===== config.mk =====
export PLATFORM = sky130hd
export DESIGN_NAME = sco_ctrl
export DESIGN_NICKNAME = d
export VERILOG_FILES = /design/src/design/sco_pkg.sv /design/src/design/sco_ctrl.sv
export SDC_FILE = /design/constraint.sdc
export NUM_CORES = 1
export LEC_CHECK = 0
export BUFFER_PORTS_ARGS = -buffer_cell sky130_fd_sc_hd__buf_2
export CAP_MARGIN = 20
export CORE_AREA = 2 2 39 41
export CTS_BUF_LIST = sky130_fd_sc_hd__clkbuf_4
export DETAILED_ROUTE_END_ITERATION = 6
export DIE_AREA = 0 0 41 43
export PLACE_DENSITY_LB_ADDON = 0.3
export SETUP_SLACK_MARGIN = 0.02
export SYNTH_ARGS = -nofsm -noshare
export SYNTH_HDL_FRONTEND = slang
export SYNTH_SLANG_ARGS = --single-unit
export TNS_END_PERCENT = 5

===== constraint.sdc =====
create_clock -name clk_i -period 1.4 [get_ports clk_i]
set_input_delay 0.07 -clock clk_i [delete_from_list [all_inputs] [get_ports clk_i]]
set_output_delay 0.07 -clock clk_i [all_outputs]
set_load 0.1 [all_outputs]

===== src/design/sco_pkg.sv =====
// Package with constants, types and controller/datapath structs of the segment chain orderer.
`timescale 1ns / 1ps
package sco_pkg;

  localparam int MAX_SEGS    = 32;
  localparam int SEG_AW      = (MAX_SEGS > 1) ? $clog2(MAX_SEGS) : 1;
  localparam int CNT_W       = $clog2(MAX_SEGS + 1);
  localparam int LEN_W       = $clog2(MAX_SEGS + 2);
  localparam int CHAIN_DEPTH = 64;
  localparam int CHAIN_AW    = $clog2(CHAIN_DEPTH);
  localparam int ID_W        = 32;

  typedef logic [ID_W-1:0] id_t;

  typedef enum logic [3:0] {
    S_LOAD,
    S_START,
    S_SEED_A,
    S_SEED_B,
    S_PASS,
    S_SCAN_RD,
    S_SCAN_CMP,
    S_FINISH,
    S_EMIT_RD,
    S_EMIT_LD,
    S_EMPTY
  } state_e;

  typedef struct packed {
    logic load;
    logic seed_rd;
    logic seed_a;
    logic seed_b;
    logic pass_start;
    logic scan_rd;
    logic scan_skip;
    logic scan_cmp;
    logic finish;
    logic emit_rd;
    logic emit_ld;
    logic emit_empty;
    logic clear;
  } cmd_t;

  typedef struct packed {
    logic count_zero;
    logic left_zero;
    logic scan_end;
    logic scan_used;
    logic both_done;
    logic any_done;
    logic emit_last;
    logic out_free;
  } sts_t;

endpackage


===== src/design/sco_ctrl.sv =====
// Controller state machine: sequences loading, seeding, chaining passes and emission.
`timescale 1ns / 1ps
module sco_ctrl (
  input  logic          clk_i,
  input  logic          rst_ni,
  input  logic          in_valid_i,
  input  logic          in_last_i,
  input  sco_pkg::sts_t sts_i,
  output sco_pkg::cmd_t cmd_o,
  output logic          in_ready_o
);
  import sco_pkg::*;

  state_e state_q, state_d;

  always_ff @(posedge clk_i or negedge rst_ni) begin
    if (!rst_ni) begin
      state_q <= S_LOAD;
    end else begin
      state_q <= state_d;
    end
  end

  always_comb begin
    state_d    = state_q;
    cmd_o      = '0;
    in_ready_o = 1'b0;
    case (state_q)
      S_LOAD: begin
        in_ready_o = 1'b1;
        if (in_valid_i) begin
          cmd_o.load = 1'b1;
          if (in_last_i) begin
            state_d = S_START;
          end
        end
      end
      S_START: begin
        if (sts_i.count_zero) begin
          state_d = S_EMPTY;
        end else begin
          cmd_o.seed_rd = 1'b1;
          state_d       = S_SEED_A;
        end
      end
      S_SEED_A: begin
        cmd_o.seed_a = 1'b1;
        state_d      = S_SEED_B;
      end
      S_SEED_B: begin
        cmd_o.seed_b = 1'b1;
        state_d      = sts_i.left_zero ? S_FINISH : S_PASS;
      end
      S_PASS: begin
        cmd_o.pass_start = 1'b1;
        state_d          = S_SCAN_RD;
      end
      S_SCAN_RD: begin
        if (sts_i.scan_end || sts_i.both_done) begin
          // A pass that attached nothing, or a store used up, ends chaining.
          if (!sts_i.any_done || sts_i.left_zero) begin
            state_d = S_FINISH;
          end else begin
            state_d = S_PASS;
          end
        end else if (sts_i.scan_used) begin
          cmd_o.scan_skip = 1'b1;
        end else begin
          cmd_o.scan_rd = 1'b1;
          state_d       = S_SCAN_CMP;
        end
      end
      S_SCAN_CMP: begin
        cmd_o.scan_cmp = 1'b1;
        state_d        = S_SCAN_RD;
      end
      S_FINISH: begin
        cmd_o.finish = 1'b1;
        state_d      = S_EMIT_RD;
      end
      S_EMIT_RD: begin
        cmd_o.emit_rd = 1'b1;
        state_d       = S_EMIT_LD;
      end
      S_EMIT_LD: begin
        if (sts_i.out_free) begin
          cmd_o.emit_ld = 1'b1;
          if (sts_i.emit_last) begin
            cmd_o.clear = 1'b1;
            state_d     = S_LOAD;
          end else begin
            state_d = S_EMIT_RD;
          end
        end
      end
      S_EMPTY: begin
        if (sts_i.out_free) begin
          cmd_o.emit_empty = 1'b1;
          cmd_o.clear      = 1'b1;
          state_d          = S_LOAD;
        end
      end
      default: begin
        state_d = S_LOAD;
      end
    endcase
  end

endmodule


==> results.cfg, run 1 <==
[global_route]
grt_overflow_total = 0
antenna_found_initial = 0
grt_pass1_vias = 601
grt_use_total_pct = 21.5
grt_first_pass_wirelength_um = 2590
grt_start_max_net_pins = 9

[finish]
instances_no_fill = 120
drive_gt1_share_pct = 72.1
layout.nets = 118
area_growth_pct = 140
reg_top3 = state_q (4)
final_common_cell = buf_4
n_antenna_cell = 0
layout_common_cells = 16 x buf_4, 14 x buf_12, 11 x buf_2, 4 x nor3_4, 4 x buf_6
regMostFlops = state_q
largest_reg_flops = 4

[routing]
drt-total-wl_um = 1760
drc = 0
num_vias = 632
antenna_left = 0
drt_first_pass_iters = 4
drt_iter0_drc = 8
wl_per_cell_um = 14.7
vias_per_cell = 5.27

[logic_synthesis]
muxShareOfSynthArea_pct = 0
synth_nets = 72
synth.area.top_cells = dfrtp_1 21%, nor3_1 7.4%, nand2b_1 6.6%, nor2b_1 5.3%, nor4b_4 5.0%
async_reset_ff_share_pct = 100
synthFlopType = dfrtp_1
synthXorXnorAreaFrac_pct = 3.68
ys_seq_area_share_pct = 21.1
synth_top_area_cell = dfrtp_1
syn_inst = 60
yosys.area_share.adder_pct = 0
synth-compound-area-share_pct = 18.7
synth.top_cell.area_share_pct = 21.1
ys_ff_latch = 4
synth_cell_types = 31
syn_avg_cell_area_um2 = 7.92
yosys.area_share.simple_pct = 49.5
synth_area_um2 = 475
synth_top_family_by_area = simple AND/OR/NAND/NOR gates
synth_edf_count = 0
yosys_warnings = 0

[hold_path]
hp-class = in2async

[power]
clkPwrFrac_pct = 5.2
power_uw = 2740
powerDensity_nw_per_um2 = 2400
p_comb_share_pct = 84.7
internal-power_uw = 1270
leakagePower_uw = 0.000479
max-vdd-ir-drop_mv = 1.40
total_switching_power_uw = 1470
seq_power_share_pct = 10.1
p_sw_share_pct = 53.7

[critical_path]
startpoint = state_q[1]
cp_max_fo = 5
r2r-start = state_q[1]
crit_path_end_kind = output port
start_kind = flop
r2r_cells = 5
cp_slowest_cell = dfrtp_2
criticalPathCategory = reg2out
cpPeakStageDelay_ns = 0.42
cp.required_ns = 1.33
worstPathArrival_ns = 1.55
critical_path.cell_chain = buf_6 -> nor4_4 -> buf_4 -> and2_4 -> buf_12

[placement]
gp_congestion = 0.854
portBuffers = 25
dp_hpwl_um = 1190
dp_cells = 110

[sta]
worst_pin_slew_ns = 0.387
finalSetupViolCount = 17
fin_crit_sh_pct = 116
slew_headroom_pct = 74.1
finalHoldViolations = 0
drv_slew = 0
hold-worst-slack_ns = 0.169
fmax_ghz = 0.617
final.min_clock_period_ns = 1.62
finalClockSkew_ns = 0.000414
rsz0062_at_grt = yes
setup_ws_ns = -0.220

[clocking]
clk_pin_slew_ns = 0.04
clock_latency_ns = 0.24
cts.htree.levels = 1
cts_buffers = 3
cts.sinks = 4
clockBufferDepth = 2
cts_tree = done
clockRootBuffer = clkbuf_4

[floorplan]
chipHeight_um = 43
ioPinCount = 26
rows = 14
coreArea_um2 = 1380
dieArea_um2 = 1760
die_w_um = 41
start_util_pct = 34.4

[flow_run]
drv_cap = 0

[outcome]
outcome = complete, but fails checks
violations = negative setup slack
==> logic make-up after synthesis <==
| logic type | Yosys count |
|---|---|
| flip-flops | 4 |
| AND/OR/NAND/NOR | 36 |
| AO/OA/AOI/OAI | 12 |
| buffers and inverters | 6 |
| XOR/XNOR | 2 |
==> power groups by stage <==
stage               Sequential (uW)  Combinational, uW  Clock [uW]
floorplan                       229               1320           0
global placement                280               1880           0
CTS                             273               2190         150
global route                    284               2400         157
detailed placement              287               1920           0
finish                          278               2320         142
==> synthesized netlist by cell type (2+ instances only) <==
cell type	n
nor3_1	7
nand2_1	5
buf_2	3
o21ai_0	2
nor2_1	6
nand2b_1	5
nor2b_1	4
a21o_1	2
dfrtp_1	4
==> critical path, delay by kind of cell (launching register included) <==
kind,cells,cell delay [ns]
flops,1,0.42
simple gates,2,0.44
buf+inv,3,0.45
==> stage by stage <==
step	utilization, %	setup WS [ns]	setup TNS [ns]	cell area (um^2)
6_report	82.5	-0.220	-2.22	1140
5_1_grt	82.5	-0.260	-2.95	1140
4_1_cts	80.0	-0.213	-2.02	1110
3_5_place_dp	70.7	-0.172	-0.596	978
3_3_place_gp	70.7	-0.0842	-0.240	978
2_1_floorplan	-	-0.850	-10.15	548
==> layer usage <==
metal  GRT usage, %  vias to the layer above  part of all wire, %
li1               -                      305                    -
met3           3.66                        2                  2.9
met5              0                        -                    0
met4           8.67                        0                 0.57
met2           35.9                       17                   53
met1           25.7                      308                   43
==> area by class of cell <==
type,count,area (um^2)
inverters,1,3.75
fillers,76,243
well taps,16,20.0
repair buffers,46,510
clock buffers,3,22.5
multi-input cells,50,480
flip-flops and latches,4,104
==> repair_timing <==
action | CTS | global route
setup buffers | 4 | 2
hold endpoints to repair | 4 | 0
hold buffers | 1 | 0
gates resized for setup | 18 | 4
pin swaps | 3 | 2
endpoints found under the setup margin | 17 | 17
==> path summary, 6_finish.rpt <==
check	end	slack, ns
min in group clk_i	state_q[1]	0.22
max reg2reg	state_q[0]	-0.19
max	cmd_o[12]	-0.22
min	state_q[0]	0.17
max in group asynchronous	state_q[3]	1.09
min reg2reg	state_q[2]	0.77
Note: power is estimated with default switching activity, not from simulation.
==> inputs of run 2 (changes only) <==
--- a/config.mk
+++ b/config.mk
@@ -7,10 +7,12 @@
 export LEC_CHECK = 0
 export BUFFER_PORTS_ARGS = -buffer_cell sky130_fd_sc_hd__buf_2
 export CAP_MARGIN = 20
-export CORE_AREA = 2 2 39 41
+export CELL_PAD_IN_SITES_DETAIL_PLACEMENT = 1
+export CELL_PAD_IN_SITES_GLOBAL_PLACEMENT = 1
+export CORE_MARGIN = 2
+export CORE_UTILIZATION = 27
 export CTS_BUF_LIST = sky130_fd_sc_hd__clkbuf_4
 export DETAILED_ROUTE_END_ITERATION = 6
-export DIE_AREA = 0 0 41 43
 export PLACE_DENSITY_LB_ADDON = 0.3
 export SETUP_SLACK_MARGIN = 0.02
 export SYNTH_ARGS = -nofsm -noshare
==> run 2 against run 1 <==
Against the previous run:
- the flow still finishes with violations (negative setup slack)
- routed wire length increased by 21%
- clock skew increased by 0.0029 ns
- sequential share of layout area decreased by 0.059 points
- setup slack improved by 0.0021 ns
- register-to-register slack improved by 0.04 ns
- non-clock buffer count increased by 1
- critical path depth unchanged
==> results.cfg, run 2 (synthesis gave the netlist of run 1 again) <==
[clocking]
cts_tree = done
cts.sinks = 4
clock_latency_ns = 0.23
cts.htree.levels = 1
clk_pin_slew_ns = 0.04
clockBufferDepth = 2
cts_buffers = 3
clockRootBuffer = clkbuf_4

[critical_path]
start_kind = flop
cp_max_fo = 5
criticalPathCategory = reg2out
crit_path_end_kind = output port
regToRegSetupSlack_ns = -0.15
worstPathArrival_ns = 1.55
cp.required_ns = 1.33

[floorplan]
coreArea_um2 = 1690
die_w_um = 46.0
rows = 15
start_util_pct = 28.1
ioPinCount = 26
chipHeight_um = 46.0
dieArea_um2 = 2110

[sta]
worst_pin_slew_ns = 0.354
final.min_clock_period_ns = 1.62
finalHoldViolations = 0
setup_ws_ns = -0.218
finalSetupViolCount = 15
finalClockSkew_ns = 0.00330
drv_slew = 0
fin_crit_sh_pct = 116
rsz0062_at_grt = yes
fmax_ghz = 0.618
slew_headroom_pct = 76.3

[finish]
regMostFlops = state_q
n_antenna_cell = 0
drive_gt1_share_pct = 73.3
final_common_cell = buf_4
reg_top3 = state_q (4)
area_growth_pct = 144
instances_no_fill = 122
layout_common_cells = 15 x buf_4, 14 x buf_12, 11 x buf_2, 6 x buf_6
largest_reg_flops = 4
layout.nets = 119
final_util_pct = 68.8

[routing]
drt_first_pass_iters = 2
antenna_left = 0
drc = 0
wl_per_cell_um = 17.5
drt_iter0_drc = 2
drt-total-wl_um = 2130
num_vias = 632
vias_per_cell = 5.18

[outcome]
violations = negative setup slack
outcome = complete, but fails checks

[global_route]
grt_start_max_net_pins = 11
antenna_found_initial = 0
grt_first_pass_wirelength_um = 3380
grt_use_total_pct = 23.1
grt_overflow_total = 0
grt_pass1_vias = 683

[placement]
portBuffers = 25
gp_congestion = 0.798
dp_cells = 112
dp_hpwl_um = 1530

[power]
leakagePower_uw = 0.000497
powerDensity_nw_per_um2 = 2390
max-vdd-ir-drop_mv = 1.46

[flow_run]
drv_cap = 0

[hold_path]
hp-class = in2async
run 2: worst max-delay path: stages (launching register included):
cell,delay (ns)
dfrtp_2,0.43
buf_6,0.14
nor4_4,0.28
buf_4,0.16
and2_4,0.14
buf_12,0.16
run 2: power breakdown:
group	internal [uW]	switching [uW]	leakage, uW
combinational	1020	1320	0.000438
sequential	181	111	0.0000450
clock	96.0	48.0	0.0000138
run 2: through the flow:
step                      total power [uW]  cell area, um^2  hold WS (ns)  setup WS, ns  setup TNS [ns]
after floorplan                       1550              548        -0.226        -0.850          -10.15
after global placement                2220              987        -0.121       -0.0875          -0.324
after detailed placement              2280              987        -0.117        -0.158          -0.825
after CTS                             2690             1140         0.165        -0.213           -1.61
after global routing                  2910             1160         0.179        -0.277           -2.74
final                                 2780             1160         0.175        -0.218           -1.81
run 2: path summary, 6_finish.rpt:
kind | cells past startpoint | startpoint | end
setup / recovery | 5 | state_q[0] | cmd_o[12]
hold / removal | 2 | rst_ni | state_q[1]
setup reg to reg | 4 | state_q[1] | state_q[0]
hold reg to reg | 2 | state_q[3] | state_q[2]
max in group asynchronous | 2 | rst_ni | state_q[3]
min in group clk_i | 4 | sts_i[6] | state_q[1]
run 2: per-layer routing:
layer | vias up | routed length, um | part of all wire (%) | GRT usage (%)
met5 | - | 0 | 0 | 0
met4 | 0 | 0 | 0 | 5.14
met3 | 0 | 27 | 1.3 | 3.57
met2 | 13 | 1240 | 58 | 42.2
met1 | 310 | 863 | 40 | 27.7
li1 | 309 | - | - | -
run 2: final cells by class:
type / count / area [um^2]
Sequential cell: 4 / 105
Multi-Input combinational cell: 50 / 484
Fill cell: 175 / 527
Clock buffer: 3 / 22.5
Inverter: 1 / 3.75
Timing Repair Buffer: 47 / 526
Tap cell: 17 / 21.3
run 2: repair_timing:
action                                  4_1_cts  5_1_grt
endpoints found under the hold margin         4        0
hold buffers                                  1        0
gates cloned                                  0        0
endpoints found under the setup margin       17       17
buffers inserted                              6        1
resized for setup                            19        6
pin swaps                                     6        4
