`config.mk`:
```
export PLATFORM = sky130hd
export DESIGN_NAME = sco_dp
export DESIGN_NICKNAME = d
export VERILOG_FILES = /design/src/design/sco_pkg.sv /design/src/design/sco_dp.sv
export SDC_FILE = /design/constraint.sdc
export NUM_CORES = 2
export LEC_CHECK = 0
export BUFFER_PORTS_ARGS = -buffer_cell sky130_fd_sc_hd__buf_4
export CORE_MARGIN = 1.5
export CORE_UTILIZATION = 30
export CTS_BUF_LIST = sky130_fd_sc_hd__clkbuf_4 sky130_fd_sc_hd__clkbuf_8
export CTS_CLUSTER_DIAMETER = 120
export DETAILED_ROUTE_END_ITERATION = 12
export GPL_TIMING_DRIVEN = 0
export PLACE_DENSITY = 0.54
export SLEW_MARGIN = 20
export SYNTH_ARGS = -nofsm -noshare
export SYNTH_HDL_FRONTEND = slang
export SYNTH_SLANG_ARGS = --single-unit
export TNS_END_PERCENT = 50
```
`constraint.sdc`:
```
create_clock -name clk_i -period 11.66 [get_ports clk_i]
set_clock_uncertainty 0.15 [all_clocks]
set_input_delay 0.583 -clock clk_i [delete_from_list [all_inputs] [get_ports clk_i]]
set_output_delay 0.583 -clock clk_i [all_outputs]
set_load 0.05 [all_outputs]
```
`src/design/sco_pkg.sv`:
```
// Package with constants, types and controller/datapath structs of the segment chain orderer.
`timescale 1ns / 1ps
package sco_pkg;

  localparam int MAX_SEGS    = 32;
  localparam int SEG_AW      = (MAX_SEGS > 1) ? $clog2(MAX_SEGS) : 1;
  localparam int CNT_W       = $clog2(MAX_SEGS + 1);
  localparam int LEN_W       = $clog2(MAX_SEGS + 2);
  localparam int CHAIN_DEPTH = 64;
  localparam int CHAIN_AW    = $clog2(CHAIN_DEPTH);
  localparam int ID_W        = 32;

  typedef logic [ID_W-1:0] id_t;

  typedef enum logic [3:0] {
    S_LOAD,
    S_START,
    S_SEED_A,
    S_SEED_B,
    S_PASS,
    S_SCAN_RD,
    S_SCAN_CMP,
    S_FINISH,
    S_EMIT_RD,
    S_EMIT_LD,
    S_EMPTY
  } state_e;

  typedef struct packed {
    logic load;
    logic seed_rd;
    logic seed_a;
    logic seed_b;
    logic pass_start;
    logic scan_rd;
    logic scan_skip;
    logic scan_cmp;
    logic finish;
    logic emit_rd;
    logic emit_ld;
    logic emit_empty;
    logic clear;
  } cmd_t;

  typedef struct packed {
    logic count_zero;
    logic left_zero;
    logic scan_end;
    logic scan_used;
    logic both_done;
    logic any_done;
    logic emit_last;
    logic out_free;
  } sts_t;

endpackage

```
`src/design/sco_dp.sv`:
```
// Datapath: segment store, chain buffer, chain ends, counters and the output register.
`timescale 1ns / 1ps
module sco_dp (
  input  logic           clk_i,
  input  logic           rst_ni,
  input  sco_pkg::cmd_t  cmd_i,
  output sco_pkg::sts_t  sts_o,
  input  logic           kind_i,
  input  sco_pkg::id_t   point_a_i,
  input  sco_pkg::id_t   point_b_i,
  input  logic           out_ready_i,
  output logic           out_valid_o,
  output sco_pkg::id_t   point_id_o,
  output logic           closed_o,
  output logic           empty_res_o,
  output logic           overflow_o,
  output logic           last_o
);
  import sco_pkg::*;

  // Memories
  logic [2*ID_W-1:0] seg_mem [MAX_SEGS];
  id_t               chain_mem [CHAIN_DEPTH];
  logic [2*ID_W-1:0] seg_rd_q;
  id_t               ch_rd_q;

  // Control registers
  logic [CNT_W-1:0]    count_q, idx_q, left_q;
  logic [LEN_W-1:0]    len_q, k_q;
  logic [CHAIN_AW-1:0] head_q, tail_q;
  logic [MAX_SEGS-1:0] used_q;
  logic                stopped_q, ovf_q, fdone_q, bdone_q, closed_q, out_valid_q;

  // Payload registers
  id_t front_q, back_q, pass_first_q, pass_back_q;
  id_t out_id_q;
  logic out_closed_q, out_empty_q, out_ovf_q, out_last_q;

  // Combinational
  id_t                 seg_a, seg_b, other_f, other_b;
  logic                front_hit, back_hit, store_en, emit_last, out_free;
  logic                ch_we;
  logic [CHAIN_AW-1:0] ch_wa, ch_ra;
  id_t                 ch_wd;
  logic [SEG_AW-1:0]   seg_ra;

  assign seg_a     = seg_rd_q[2*ID_W-1:ID_W];
  assign seg_b     = seg_rd_q[ID_W-1:0];
  assign other_f   = (pass_first_q == seg_a) ? seg_b : seg_a;
  assign other_b   = (pass_back_q == seg_a) ? seg_b : seg_a;
  assign front_hit = !fdone_q && ((pass_first_q == seg_a) || (pass_first_q == seg_b));
  assign back_hit  = !front_hit && !bdone_q &&
                     ((pass_back_q == seg_a) || (pass_back_q == seg_b));
  assign store_en  = cmd_i.load && !stopped_q && !kind_i && (count_q < CNT_W'(MAX_SEGS));
  assign emit_last = (LEN_W'(k_q + 1'b1) == len_q);
  assign out_free  = !out_valid_q || out_ready_i;
  assign seg_ra    = cmd_i.scan_rd ? idx_q[SEG_AW-1:0] : '0;
  assign ch_ra     = head_q + CHAIN_AW'(k_q);

  always_comb begin
    ch_we = 1'b0;
    ch_wa = '0;
    ch_wd = seg_a;
    if (cmd_i.seed_a) begin
      ch_we = 1'b1;
    end else if (cmd_i.seed_b) begin
      ch_we = 1'b1;
      ch_wa = CHAIN_AW'(1);
      ch_wd = seg_b;
    end else if (cmd_i.scan_cmp && front_hit) begin
      ch_we = 1'b1;
      ch_wa = head_q - CHAIN_AW'(1);
      ch_wd = other_f;
    end else if (cmd_i.scan_cmp && back_hit) begin
      ch_we = 1'b1;
      ch_wa = tail_q;
      ch_wd = other_b;
    end
  end

  always_comb begin
    sts_o.count_zero = (count_q == '0);
    sts_o.left_zero  = (left_q == '0);
    sts_o.scan_end   = (idx_q == count_q);
    sts_o.scan_used  = used_q[idx_q[SEG_AW-1:0]];
    sts_o.both_done  = fdone_q && bdone_q;
    sts_o.any_done   = fdone_q || bdone_q;
    sts_o.emit_last  = emit_last;
    sts_o.out_free   = out_free;
  end

  always_ff @(posedge clk_i or negedge rst_ni) begin
    if (!rst_ni) begin
      count_q     <= '0;
      idx_q       <= '0;
      left_q      <= '0;
      len_q       <= '0;
      k_q         <= '0;
      head_q      <= '0;
      tail_q      <= '0;
      used_q      <= '0;
      stopped_q   <= 1'b0;
      ovf_q       <= 1'b0;
      fdone_q     <= 1'b0;
      bdone_q     <= 1'b0;
      closed_q    <= 1'b0;
      out_valid_q <= 1'b0;
    end else begin
      if (cmd_i.load && !stopped_q) begin
        if (kind_i) begin
          stopped_q <= 1'b1;
        end else if (store_en) begin
          count_q <= count_q + 1'b1;
        end else begin
          ovf_q <= 1'b1;
        end
      end
      if (cmd_i.seed_rd) begin
        left_q <= count_q - 1'b1;
      end
      if (cmd_i.seed_a) begin
        head_q <= '0;
        tail_q <= CHAIN_AW'(1);
      end
      if (cmd_i.seed_b) begin
        tail_q    <= CHAIN_AW'(2);
        used_q[0] <= 1'b1;
        len_q     <= LEN_W'(2);
      end
      if (cmd_i.pass_start) begin
        idx_q   <= CNT_W'(1);
        fdone_q <= 1'b0;
        bdone_q <= 1'b0;
      end
      if (cmd_i.scan_skip) begin
        idx_q <= idx_q + 1'b1;
      end
      if (cmd_i.scan_cmp) begin
        idx_q <= idx_q + 1'b1;
        if (front_hit) begin
          head_q  <= head_q - CHAIN_AW'(1);
          fdone_q <= 1'b1;
        end else if (back_hit) begin
          tail_q  <= tail_q + CHAIN_AW'(1);
          bdone_q <= 1'b1;
        end
        if (front_hit || back_hit) begin
          used_q[idx_q[SEG_AW-1:0]] <= 1'b1;
          left_q <= left_q - 1'b1;
          len_q  <= len_q + 1'b1;
        end
      end
      if (cmd_i.finish) begin
        closed_q <= (front_q == back_q);
        k_q      <= '0;
        if (front_q == back_q) begin
          len_q <= len_q - 1'b1;
        end
      end
      if (cmd_i.emit_ld) begin
        k_q <= k_q + 1'b1;
      end
      if (cmd_i.emit_ld || cmd_i.emit_empty) begin
        out_valid_q <= 1'b1;
      end else if (out_ready_i) begin
        out_valid_q <= 1'b0;
      end
      if (cmd_i.clear) begin
        count_q   <= '0;
        head_q    <= '0;
        tail_q    <= '0;
        used_q    <= '0;
        stopped_q <= 1'b0;
        ovf_q     <= 1'b0;
      end
    end
  end

  always_ff @(posedge clk_i) begin
    if (store_en) begin
      seg_mem[count_q[SEG_AW-1:0]] <= {point_a_i, point_b_i};
    end
    if (cmd_i.seed_rd || cmd_i.scan_rd) begin
      seg_rd_q <= seg_mem[seg_ra];
    end
    if (ch_we) begin
      chain_mem[ch_wa] <= ch_wd;
    end
    if (cmd_i.emit_rd) begin
      ch_rd_q <= chain_mem[ch_ra];
    end
  end

  always_ff @(posedge clk_i) begin
    if (cmd_i.seed_a) begin
      front_q <= seg_a;
    end
    if (cmd_i.seed_b) begin
      back_q <= seg_b;
    end
    if (cmd_i.scan_cmp && front_hit) begin
      front_q <= other_f;
    end
    if (cmd_i.scan_cmp && back_hit) begin
      back_q <= other_b;
    end
    if (cmd_i.pass_start) begin
      pass_first_q <= front_q;
      pass_back_q  <= back_q;
    end
    if (cmd_i.emit_ld) begin
      out_id_q     <= ch_rd_q;
      out_closed_q <= closed_q;
      out_empty_q  <= 1'b0;
      out_ovf_q    <= ovf_q;
      out_last_q   <= emit_last;
    end else if (cmd_i.emit_empty) begin
      out_id_q     <= '0;
      out_closed_q <= 1'b0;
      out_empty_q  <= 1'b1;
      out_ovf_q    <= ovf_q;
      out_last_q   <= 1'b1;
    end
  end

  assign out_valid_o = out_valid_q;
  assign point_id_o  = out_id_q;
  assign closed_o    = out_closed_q;
  assign empty_res_o = out_empty_q;
  assign overflow_o  = out_ovf_q;
  assign last_o      = out_last_q;

endmodule

```
==> impl_metrics.tcl <==
set metrics [dict create \
    status "completed" \
    synthesis.nets 8898 \
    cp_num_buf_inv 5 \
    cts_setup_buffers 0 \
    yosysWarnings 0 \
    tns_ns 0 \
    htreeDepth 6 \
    drive_gt1_frac 0.288 \
    min_path_type "in -> reg" \
    initial_core_util 0.301 \
    leakagePower_uw 0.0654 \
    critPathRequiredTime_ns 10.93 \
    layout_commonest_cell "edfxtp_1" \
    post_drt_wl_per_cell_um 29.5 \
    cts-root-buf "clkbuf_8" \
    switching_share 0.296 \
    timing.final.max_slew_violations 0 \
    via_per_inst 5.15 \
    critPathLaunchType "flip-flop" \
    crit_path_max_fanout 10 \
    cts_hold_buffers 90 \
    synth-edff-count 4355 \
    crit_chain "clkbuf_1 > clkbuf_2 > clkbuf_1 > buf_1 > xnor2_1 > nand4_1 > nor3_1 > buf_4" \
    avgSynthCellArea_um2 19.9 \
    die_w_um 766 \
    cts_resized 0 \
    grt_max_degree 81 \
    min_period_over_period 0.564 \
    io_pins 126 \
    nFillCells 54000 \
    yosysUniqueCellTypes 82 \
    cts_max_path_buffers 4 \
    async_flop_share 0.0180 \
    fp.dieH_um 766 \
    grt_use_total 0.179 \
    tritoncts.num_buffers 686 \
    place_ws_ns 5.22 \
    ys_seq_elements 4436 \
    portBuffers 123 \
    dpl.hpwl_mm 385 \
    post-route-util 0.357 \
    synth_area_leaders "edfxtp_1 75%, mux4_2 14%, nand2_1 1.2%" \
    crit_type "reg -> out" \
    vdd_drop_max_mv 0.125 \
    rsz0062_at_grt "no" \
    end_kind "primary output" \
    drtAntennaViolNets 0 \
    finalPower_uw 39500 \
    cap_violations 0 \
    core_area_mm2 0.581 \
    p_sw_uw 11700 \
    synth_top_cell_by_area "edfxtp_1" \
    yosysTopAreaCellShare 0.749 \
    synth-seq-area-share 0.760 \
    grt_pass1_wl_mm 752 \
    firstDrtPassIters 7 \
    synth_flop_cell "edfxtp_1" \
    wl_mm 545 \
    layout_common_cells "4355 x edfxtp_1, 1064 x mux4_2, 707 x clkbuf_8" \
    antenna_found_initial 71 \
    placementRows 280 \
    clockPowerShare 0.323 \
    vias 95000 \
    synth_cells 8796 \
    worst_pin_slew_ns 1.38 \
    area_delta_synth_final_pct 18.9 \
    clock-sinks 4436 \
    fin_ws_ns 5.08 \
    drc 0 \
    crit_path_top_delay_cell "clkbuf_1" \
    clk_pin_slew_ns 0.06 \
    synth_area_mm2 0.175 \
    critPathArrivalTime_ns 5.85 \
    finalHoldViolations 0 \
    whs_ns 0.0913 \
    gp_congestion 0.871 \
    slew_headroom 0.0699 \
    p_comb_frac 0.196 \
    cts_tree "yes" \
    first_global_vias 96300 \
    cp_top_family "buffers and inverters" \
    nets 10300 \
    dieArea_mm2 0.587 \
    setup_viol 0 \
    p_seq_frac 0.481 \
    min_period_ns 6.58 \
    max_freq_mhz 152 \
    intPower_uw 27800 \
    clock_latency_ns 1.30 \
    overflow 0 \
    drt_iter0_drc 11300 \
    power.density_mw_per_mm2 190 \
    crit_path_frequent_cell "clkbuf_1" \
    max_stage_delay_ns 0.81 \
]
-- path summary, 6_finish.rpt --
check | start | to | slack, ns | depth (start not counted)
setup / recovery | idx_q[2] | sts_o[5] | 5.08 | 8
setup reg to reg | seg_rd_q[29] | chain_mem[37][19] | 5.68 | 14
hold reg to reg | ovf_q | overflow_o | 0.31 | 0
hold / removal | cmd_i[0] | used_q[20] | 0.09 | 5
min in group asynchronous | rst_ni | out_valid_o | 0.26 | 4
max in group asynchronous | rst_ni | head_q[3] | 10.63 | 4
-- layout make-up --
class | count | area, um2 | share of cell area
well taps | 7755 | 9700 | 0.0467
clock inverters | 270 | 1620 | 0.00780
clock buffers | 944 | 11500 | 0.0554
diodes | 18 | 45.0 | 0.000217
flip-flops and latches | 4436 | 133000 | 0.640
multi-input cells | 3606 | 39900 | 0.192
inverters | 199 | 747 | 0.00360
repair buffers | 666 | 8970 | 0.0432
plain buffers | 555 | 2370 | 0.0114
-- power by group through the flow --
stage | Combinational, uW | Sequential, uW | Clock, uW
floorplan | 3790 | 19400 | 0
global placement | 7020 | 19800 | 0
detailed placement | 7690 | 19300 | 0
CTS | 7740 | 19000 | 13000
global route | 8080 | 19000 | 13600
finish | 7740 | 19000 | 12800
-- per-layer routing --
layer  global-route usage  wire [um]
met3               0.0316      41700
met5                    0        127
met1                0.235     217000
met2                0.302     267000
met4               0.0582      18400
-- tightest hold or removal path, delay by kind of cell --
family | cells | cell delay, ns
and+or+nand+nor | 2 | 0.11
AOI/OAI and AO/OA | 1 | 0.06
buffers and inverters | 2 | 0.71
-- registers in the layout (all words and copies together) (netlist names), 32 cells and up --
signal	cells
used_q	32
pass_first_q	32
chain_mem	2048
seg_mem	2048
back_q	32
ch_rd_q	32
front_q	32
seg_rd_q	64
point_id_o	32
pass_back_q	32
-- per-stage QoR --
stage | instance area, um2 | cells
final | 208000 | 18400
after CTS | 208000 | 18400
after global placement | 185000 | 16700
after floorplan | 175000 | 8796
after global routing | 208000 | 18400
after detailed placement | 194000 | 17100
-- cells in the mapped netlist, types with 6 or more instances --
cell type	count
a211oi_1	38
a21oi_1	330
a31oi_1	58
and2_1	42
and3_1	6
buf_1	84
buf_2	128
buf_6	7
clkbuf_1	331
dfrtp_1	80
edfxtp_1	4355
ha_1	20
inv_1	198
mux2i_1	76
mux4_2	1064
nand2_1	544
nand2b_1	40
nand3_1	127
nand3b_1	84
nand4_1	73
nor2_1	171
nor2_2	8
nor2b_1	42
nor3_1	26
nor4_1	10
o211ai_1	56
o21ai_0	261
o22ai_1	197
o311ai_0	23
o311ai_1	12
or3_1	7
xnor2_1	138
xor2_1	52
-- cell families after synthesis --
logic type,Yosys count,share of synthesized area
compound gates,1038,0.0357
xor+xnor,194,0.00990
fa+ha+maj,21,0.00155
buf+inv,754,0.0175
flops,4436,0.760
mux,1145,0.142
simple gates,1208,0.0332
Note: power is estimated with default switching activity, not from simulation.
